--- src/hdl/alcs_pkg.sv ---
// Shared types and constants for the auto levels contrast stretch block.
`timescale 1ns / 1ps

package alcs_pkg;

    localparam int NUM_LANES = 3;
    localparam int PIX_W     = 8;
    localparam int DIV_STEPS = 8;
    localparam int CNT_W     = $clog2(DIV_STEPS);

    localparam logic [PIX_W-1:0] PIX_MAX = 8'd255;
    localparam logic [PIX_W-1:0] PIX_MIN = 8'd0;

    localparam logic CMD_MEASURE = 1'b0;
    localparam logic CMD_MAP     = 1'b1;

    localparam logic [2:0] REG_THREE_CHANNELS = 3'd0;
    localparam logic [2:0] REG_AUTO_MODE      = 3'd1;
    localparam logic [2:0] REG_LOWER_BOUND_0  = 3'd2;
    localparam logic [2:0] REG_UPPER_BOUND_0  = 3'd3;
    localparam logic [2:0] REG_LOWER_BOUND_1  = 3'd4;
    localparam logic [2:0] REG_UPPER_BOUND_1  = 3'd5;
    localparam logic [2:0] REG_LOWER_BOUND_2  = 3'd6;
    localparam logic [2:0] REG_UPPER_BOUND_2  = 3'd7;

    typedef enum logic [1:0] {
        ST_IDLE,
        ST_DIV,
        ST_DONE
    } state_t;

    typedef struct packed {
        logic load;
        logic step;
        logic measure;
        logic first;
    } lane_ctrl_t;

endpackage

--- src/hdl/auto_levels_contrast_stretch.sv ---
// Top level of the per-channel auto levels contrast stretch block.
//
// Input channel: in_valid / in_stall with cmd, first_of_frame and pixel_0..2.
// A measure item (cmd 0) folds the pixel into the running per-channel
// min/max in its accept cycle and gives no result; the next item may follow
// in the next cycle. A map item (cmd 1) gives one result on out_valid /
// out_stall with mapped_0..2.
// A map item runs through three channel lanes in parallel, each with a
// restoring divider producing one quotient bit per cycle. The 8 divider
// steps set the cost: a map item holds the input through acceptance, the
// 8 steps and the transfer into the output register, and its result
// appears at the output once that transfer is made.
// The output register lets the next item be accepted while a result waits.
// When the receiver stalls, the result holds; a following map item finishes
// its division and then waits until the output register is free.
// Configuration: cfg_write with cfg_index and cfg_data, one register per write.
// Reset sets three channels, manual mode, bounds 0..255, min 255 and max 0,
// and leaves both channels empty.
`timescale 1ns / 1ps

module auto_levels_contrast_stretch
    import alcs_pkg::*;
(
    input  logic             clk,
    input  logic             rst_n,
    input  logic             cfg_write,
    input  logic [2:0]       cfg_index,
    input  logic [PIX_W-1:0] cfg_data,
    input  logic             in_valid,
    output logic             in_stall,
    input  logic             cmd,
    input  logic             first_of_frame,
    input  logic [PIX_W-1:0] pixel_0,
    input  logic [PIX_W-1:0] pixel_1,
    input  logic [PIX_W-1:0] pixel_2,
    output logic             out_valid,
    input  logic             out_stall,
    output logic [PIX_W-1:0] mapped_0,
    output logic [PIX_W-1:0] mapped_1,
    output logic [PIX_W-1:0] mapped_2
);

    logic                            three_ch_reg;
    logic                            auto_reg;
    logic [NUM_LANES-1:0][PIX_W-1:0] lower_reg;
    logic [NUM_LANES-1:0][PIX_W-1:0] upper_reg;

    state_t                          state_reg, state_next;
    logic [CNT_W-1:0]                cnt_reg, cnt_next;
    logic                            accept;
    logic                            load_out;
    logic                            free;
    lane_ctrl_t                      ctrl;
    logic [NUM_LANES-1:0][PIX_W-1:0] pixels;
    logic [NUM_LANES-1:0][PIX_W-1:0] lane_result;
    logic [NUM_LANES-1:0]            lane_active;

    always_ff @(posedge clk or negedge rst_n)
    begin
        if (!rst_n)
        begin
            three_ch_reg <= 1'b1;
            auto_reg     <= 1'b0;
            lower_reg    <= {NUM_LANES{PIX_MIN}};
            upper_reg    <= {NUM_LANES{PIX_MAX}};
        end
        else if (cfg_write)
        begin
            unique case (cfg_index)
                REG_THREE_CHANNELS: three_ch_reg <= cfg_data[0];
                REG_AUTO_MODE:      auto_reg     <= cfg_data[0];
                REG_LOWER_BOUND_0:  lower_reg[0] <= cfg_data;
                REG_UPPER_BOUND_0:  upper_reg[0] <= cfg_data;
                REG_LOWER_BOUND_1:  lower_reg[1] <= cfg_data;
                REG_UPPER_BOUND_1:  upper_reg[1] <= cfg_data;
                REG_LOWER_BOUND_2:  lower_reg[2] <= cfg_data;
                REG_UPPER_BOUND_2:  upper_reg[2] <= cfg_data;
                default:            three_ch_reg <= three_ch_reg;
            endcase
        end
    end

    assign in_stall = (state_reg != ST_IDLE);
    assign accept   = in_valid && !in_stall;

    always_comb
    begin
        state_next   = state_reg;
        cnt_next     = cnt_reg;
        load_out     = 1'b0;
        ctrl.load    = accept && (cmd == CMD_MAP);
        ctrl.measure = accept && (cmd == CMD_MEASURE);
        ctrl.first   = first_of_frame;
        ctrl.step    = 1'b0;
        unique case (state_reg)
            ST_IDLE:
            begin
                if (ctrl.load)
                begin
                    state_next = ST_DIV;
                    cnt_next   = '0;
                end
            end
            ST_DIV:
            begin
                ctrl.step = 1'b1;
                cnt_next  = cnt_reg + 1'b1;
                if (cnt_reg == CNT_W'(DIV_STEPS - 1))
                begin
                    state_next = ST_DONE;
                end
            end
            ST_DONE:
            begin
                if (free)
                begin
                    load_out   = 1'b1;
                    state_next = ST_IDLE;
                end
            end
            default:
            begin
                state_next = ST_IDLE;
            end
        endcase
    end

    always_ff @(posedge clk or negedge rst_n)
    begin
        if (!rst_n)
        begin
            state_reg <= ST_IDLE;
            cnt_reg   <= '0;
        end
        else
        begin
            state_reg <= state_next;
            cnt_reg   <= cnt_next;
        end
    end

    assign pixels      = {pixel_2, pixel_1, pixel_0};
    assign lane_active = {three_ch_reg, three_ch_reg, 1'b1};

    for (genvar i = 0; i < NUM_LANES; i++)
    begin : g_lane
        alcs_lane u_lane (
            .clk       (clk),
            .rst_n     (rst_n),
            .ctrl      (ctrl),
            .active    (lane_active[i]),
            .auto_mode (auto_reg),
            .pixel     (pixels[i]),
            .lower     (lower_reg[i]),
            .upper     (upper_reg[i]),
            .result    (lane_result[i])
        );
    end

    alcs_merge u_merge (
        .clk         (clk),
        .rst_n       (rst_n),
        .load        (load_out),
        .lane_result (lane_result),
        .out_stall   (out_stall),
        .free        (free),
        .out_valid   (out_valid),
        .mapped_0    (mapped_0),
        .mapped_1    (mapped_1),
        .mapped_2    (mapped_2)
    );

endmodule

--- src/hdl/alcs_lane.sv ---
// One channel lane: running min/max tracking and an iterative stretch divider.
`timescale 1ns / 1ps

module alcs_lane
    import alcs_pkg::*;
(
    input  logic             clk,
    input  logic             rst_n,
    input  lane_ctrl_t       ctrl,
    input  logic             active,
    input  logic             auto_mode,
    input  logic [PIX_W-1:0] pixel,
    input  logic [PIX_W-1:0] lower,
    input  logic [PIX_W-1:0] upper,
    output logic [PIX_W-1:0] result
);

    logic [PIX_W-1:0]   min_reg, min_next;
    logic [PIX_W-1:0]   max_reg, max_next;
    logic [PIX_W-1:0]   lo, hi, diff, span;
    logic [2*PIX_W-1:0] prod;
    logic               special;
    logic [PIX_W-1:0]   special_val;
    logic               special_reg;
    logic [PIX_W-1:0]   sval_reg;
    logic [PIX_W-1:0]   span_reg;
    logic [PIX_W-1:0]   rem_reg, rem_next;
    logic [PIX_W-1:0]   quo_reg, quo_next;
    logic [PIX_W:0]     trial, trial_diff;
    logic               ge;

    always_comb
    begin
        min_next = min_reg;
        max_next = max_reg;
        if (ctrl.measure && active)
        begin
            if (ctrl.first)
            begin
                min_next = pixel;
                max_next = pixel;
            end
            else
            begin
                if (pixel < min_reg)
                begin
                    min_next = pixel;
                end
                if (pixel > max_reg)
                begin
                    max_next = pixel;
                end
            end
        end
    end

    always_ff @(posedge clk or negedge rst_n)
    begin
        if (!rst_n)
        begin
            min_reg <= PIX_MAX;
            max_reg <= PIX_MIN;
        end
        else
        begin
            min_reg <= min_next;
            max_reg <= max_next;
        end
    end

    assign lo   = auto_mode ? min_reg : lower;
    assign hi   = auto_mode ? max_reg : upper;
    assign diff = pixel - lo;
    assign span = hi - lo;
    assign prod = {diff, {PIX_W{1'b0}}} - {{PIX_W{1'b0}}, diff};

    always_comb
    begin
        special     = 1'b1;
        special_val = PIX_MIN;
        if (!active || (pixel < lo))
        begin
            special_val = PIX_MIN;
        end
        else if ((pixel > hi) || (span == PIX_MIN))
        begin
            special_val = PIX_MAX;
        end
        else
        begin
            special = 1'b0;
        end
    end

    // Restoring division, one quotient bit per step; the quotient never exceeds 255.
    assign trial      = {rem_reg, quo_reg[PIX_W-1]};
    assign trial_diff = trial - {1'b0, span_reg};
    assign ge         = (trial >= {1'b0, span_reg});

    always_comb
    begin
        rem_next = ge ? trial_diff[PIX_W-1:0] : trial[PIX_W-1:0];
        quo_next = {quo_reg[PIX_W-2:0], ge};
    end

    always_ff @(posedge clk)
    begin
        if (ctrl.load)
        begin
            special_reg <= special;
            sval_reg    <= special_val;
            span_reg    <= span;
            rem_reg     <= prod[2*PIX_W-1:PIX_W];
            quo_reg     <= prod[PIX_W-1:0];
        end
        else if (ctrl.step)
        begin
            rem_reg <= rem_next;
            quo_reg <= quo_next;
        end
    end

    assign result = special_reg ? sval_reg : quo_reg;

endmodule

--- src/hdl/alcs_merge.sv ---
// Merging stage: gathers the lane results into the registered output item.
`timescale 1ns / 1ps

module alcs_merge
    import alcs_pkg::*;
(
    input  logic                           clk,
    input  logic                           rst_n,
    input  logic                           load,
    input  logic [NUM_LANES-1:0][PIX_W-1:0] lane_result,
    input  logic                           out_stall,
    output logic                           free,
    output logic                           out_valid,
    output logic [PIX_W-1:0]               mapped_0,
    output logic [PIX_W-1:0]               mapped_1,
    output logic [PIX_W-1:0]               mapped_2
);

    logic                            valid_reg, valid_next;
    logic [NUM_LANES-1:0][PIX_W-1:0] data_reg;

    assign free = !valid_reg || !out_stall;

    always_comb
    begin
        valid_next = valid_reg;
        if (load)
        begin
            valid_next = 1'b1;
        end
        else if (!out_stall)
        begin
            valid_next = 1'b0;
        end
    end

    always_ff @(posedge clk or negedge rst_n)
    begin
        if (!rst_n)
        begin
            valid_reg <= 1'b0;
        end
        else
        begin
            valid_reg <= valid_next;
        end
    end

    always_ff @(posedge clk)
    begin
        if (load)
        begin
            data_reg <= lane_result;
        end
    end

    assign out_valid = valid_reg;
    assign mapped_0  = data_reg[0];
    assign mapped_1  = data_reg[1];
    assign mapped_2  = data_reg[2];

endmodule

--- config.mk ---
export PLATFORM = sky130hd
export DESIGN_NAME = auto_levels_contrast_stretch
export DESIGN_NICKNAME = d
export VERILOG_FILES = /design/src/hdl/alcs_pkg.sv /design/src/hdl/auto_levels_contrast_stretch.sv /design/src/hdl/alcs_lane.sv /design/src/hdl/alcs_merge.sv
export SDC_FILE = /design/constraint.sdc
export NUM_CORES = 1
export LEC_CHECK = 0
export BUFFER_PORTS_ARGS = -buffer_cell sky130_fd_sc_hd__buf_2
export CAP_MARGIN = 15
export CORE_AREA = 2 2 157 159
export DETAILED_ROUTE_END_ITERATION = 6
export DIE_AREA = 0 0 159 161
export GPL_TIMING_DRIVEN = 0
export PLACE_DENSITY = 0.83
export SYNTH_ARGS = -nofsm -noshare
export SYNTH_HDL_FRONTEND = slang
export SYNTH_HIERARCHICAL = 1
export SYNTH_SLANG_ARGS = --single-unit
--- constraint.sdc ---
create_clock -name clk -period 5.85 [get_ports clk]
set_clock_uncertainty 0.2 [all_clocks]
set_input_delay 1.755 -clock clk [delete_from_list [all_inputs] [get_ports clk]]
set_output_delay 1.755 -clock clk [all_outputs]
set_load 0.005 [all_outputs]
==> out/qor.yml <==
finish:
  stdcell_area_um2: 16900
  utilization_pct: 70.5
  stdcell_count: 1893
  layout.nets: 1751
  drive_gt1_share_pct: 19.6
  syn_to_final_growth_pct: 10.3
  nFillCells: 1754
synthesis:
  synth-main-ff-cell: "edfxtp_1"
  synthCells: 1460
  synth_edf_count: 102
  yosysUniqueCellTypes: 90
  synth_top_area_share_pct: 20.0
  synth_common_cells: "ha_1, inv_1, edfxtp_1"
  yosysSeqAreaShare_pct: 37.4
  synth_area_um2: 15300
  avgSynthCellArea_um2: 10.5
  yosys.area.top_type: "edfxtp_1"
  synth_area_leaders: "edfxtp_1, ha_1, dfrtp_1"
  ys_seq_elements: 206
  synth_most_common_cell: "ha_1"
  synth_async_sr_flop_share_pct: 50.5
  yosysWarnings: 6
worst_setup_path:
  cp.depth: 10
  slowest_delay_ns: 0.64
  cp_cell_sequence: "clkbuf_1 > clkbuf_1 > mux2i_1 > ha_1 > a211o_1 > a211o_1 > a221oi_4 > nand4b_4 > or3b_1 > a22oi_1"
  cp.required_ns: 5.99
  cp.arrival_ns: 4.81
  end_kind: "flip-flop"
  crit_fanout: 10
  cp_slowest_cell: "clkbuf_1"
  path_class: "flip-flop to flip-flop"
  path_buf_inv: 2
  start_kind: "flip-flop"
  critPathTopFamily: "compound AO/OA/AOI/OAI gates"
  r2r_cells: 10
  timing.rr.start: "auto_reg"
  cp-startpoint: "auto_reg"
die:
  initial_utilization_pct: 63.8
  chipHeight_um: 161
  die_w_um: 159
  num_rows: 57
  core-area_um2: 24000
  die_area_um2: 25600
  io_pins: 68
clock_network:
  cts_buffers: 22
  post_cts_buffers: 0
  postCtsResizedCells: 0
  cts_tree: "yes"
  path_clk_slew_ns: 0.06
  cts_htree_levels: 1
  cts_hold_buf: 0
  clockBufferDepth: 3
  clock-sinks: 206
  ctsRootBufferMaster: "clkbuf_16"
  clkLatencyLatePin_ns: 0.51
placed_design:
  routabilityCongestion: 0.925
  dp_hpwl_um: 26900
  place_inst: 1851
  io_buffers: 63
  placed_area_um2: 16100
sta:
  holdWs_ns: 0.310
  setup_viol: 0
  rsz0062_at_grt: "false"
  fmax_ghz: 0.214
  drv_slew: 0
  fin_crit_sh_pct: 79.8
  tightest_slew_ns: 1.26
  finalSetupTns_ns: 0
  hold_viol_final: 0
  maxSlewHeadroom_pct: 15.6
  period_needed_ns: 4.67
routing:
  ant_nets: 0
  vias_per_cell: 6.29
  wl_per_cell_um: 19.1
  drc: 0
  vias: 11900
  totalWireLength_um: 36200
  drt_first_pass_iters: 6
  drtIter0Drc: 877
power:
  peakVddDrop_mv: 0.248
  p_leak_nw: 7.36
  pwr_density_cell_nw_per_um2: 579
min_path:
  whs_path_depth: 1
  min_from: "u_merge/out_valid"
  hold_class: "flip-flop to flip-flop"
grt:
  grt_pass1_vias: 11800
  grt_pass1_wl_um: 59400
  grt_remaining_overflow: 0
  grt_start_max_net_pins: 54
  antenna_found_initial: 1
  grt_use_total_pct: 28.1
run_status:
  status: "complete, no violations"
flow_run:
  drv_cap: 0
-- cells by family after synthesis --
logic type	after synthesis	synth area share (%)
AO/OA/AOI/OAI	359	16.6
XOR/XNOR	50	2.86
adder cells (fa/ha/maj)	158	13.4
buffers and inverters	186	5.13
flip-flops	206	37.4
multiplexers	166	12.0
other	1	0.0245
AND/OR/NAND/NOR	334	12.6
-- where the power goes --
part	switching, W	leakage [nW]	internal [W]
Combinational	0.00320	4.84	0.00242
Clock	0.000583	0.374	0.000862
Sequential	0.000349	2.15	0.00236
-- layer usage --
layer / track usage [%] / vias to the layer above / share of wire, %
li1: - / 5666 / -
met1: 38.5 / 5781 / 45
met2: 47.1 / 382 / 47
met3: 3.18 / 79 / 5.2
met4: 9.38 / 0 / 3.1
met5: 0 / - / 0
-- final cells by class --
type                       instances  area (um2)  share of cell area (%)
clock inverter                     4        23.8                   0.141
multi-input combinational       1069        8800                    52.1
timing repair buffer              66         400                    2.37
buffer                            39         233                    1.38
inverter                         147         552                    3.27
clock buffer                      36         734                    4.35
sequential                       206        5730                    33.9
antenna                            2        5.00                  0.0296
tap                              324         405                    2.40
-- cells in the final DEF (no fill, tap or decap), types with 13 or more instances in the layout --
| cell | netlist | final |
|---|---|---|
| dfstp_2 | 49 | 49 |
| nor2_1 | 67 | 65 |
| xnor2_1 | 32 | 32 |
| o21ai_0 | 76 | 76 |
| nand2_1 | 46 | 46 |
| nor2b_1 | 35 | 35 |
| ha_1 | 149 | 149 |
| o21a_1 | 36 | 36 |
| xor2_1 | 18 | 18 |
| buf_2 | 2 | 64 |
| mux2_2 | 72 | 72 |
| a21oi_1 | 52 | 52 |
| nor3_1 | 21 | 21 |
| clkbuf_1 | 22 | 27 |
| edfxtp_1 | 102 | 102 |
| nand3_1 | 42 | 42 |
| a21o_1 | 26 | 26 |
| a22oi_1 | 20 | 20 |
| inv_1 | 147 | 147 |
| nand4_1 | 29 | 29 |
| nand2b_1 | 13 | 13 |
| mux2i_1 | 77 | 77 |
| dfrtp_1 | 55 | 55 |
| o211ai_1 | 16 | 16 |
| o2111ai_1 | 16 | 16 |
| mux2_4 | 17 | 17 |
| clkbuf_16 | 0 | 27 |
-- path summary, 6_finish.rpt --
check,endpoint,slack (ns)
max reg2reg,g_lane[2].u_lane/rem_reg[5],1.18
min in group asynchronous,g_lane[2].u_lane/max_reg[3],1.09
min reg2reg,u_merge/out_valid,0.31
max in group asynchronous,g_lane[0].u_lane/min_reg[3],3.58
min,u_merge/out_valid,0.31
max,g_lane[2].u_lane/rem_reg[5],1.18
-- worst reg2reg max path: cells and delay by family, from the launching register on --
| kind | cells | cell delay [ns] |
|---|---|---|
| muxes | 1 | 0.43 |
| and+or+nand+nor | 2 | 0.63 |
| buffers and inverters | 2 | 1.15 |
| AOI/OAI and AO/OA | 4 | 1.29 |
| adders and majority gates | 1 | 0.37 |
| DFF | 1 | 0.44 |
-- per-stage QoR --
stage,total power (W),setup WS [ns]
after floorplan,0.00688,0.988
after global placement,0.00789,-0.330
after detailed placement,0.00817,0.887
after CTS,0.00970,1.28
after global routing,0.0105,1.08
final,0.00978,1.18
Note: power is estimated with default switching activity, not from simulation.
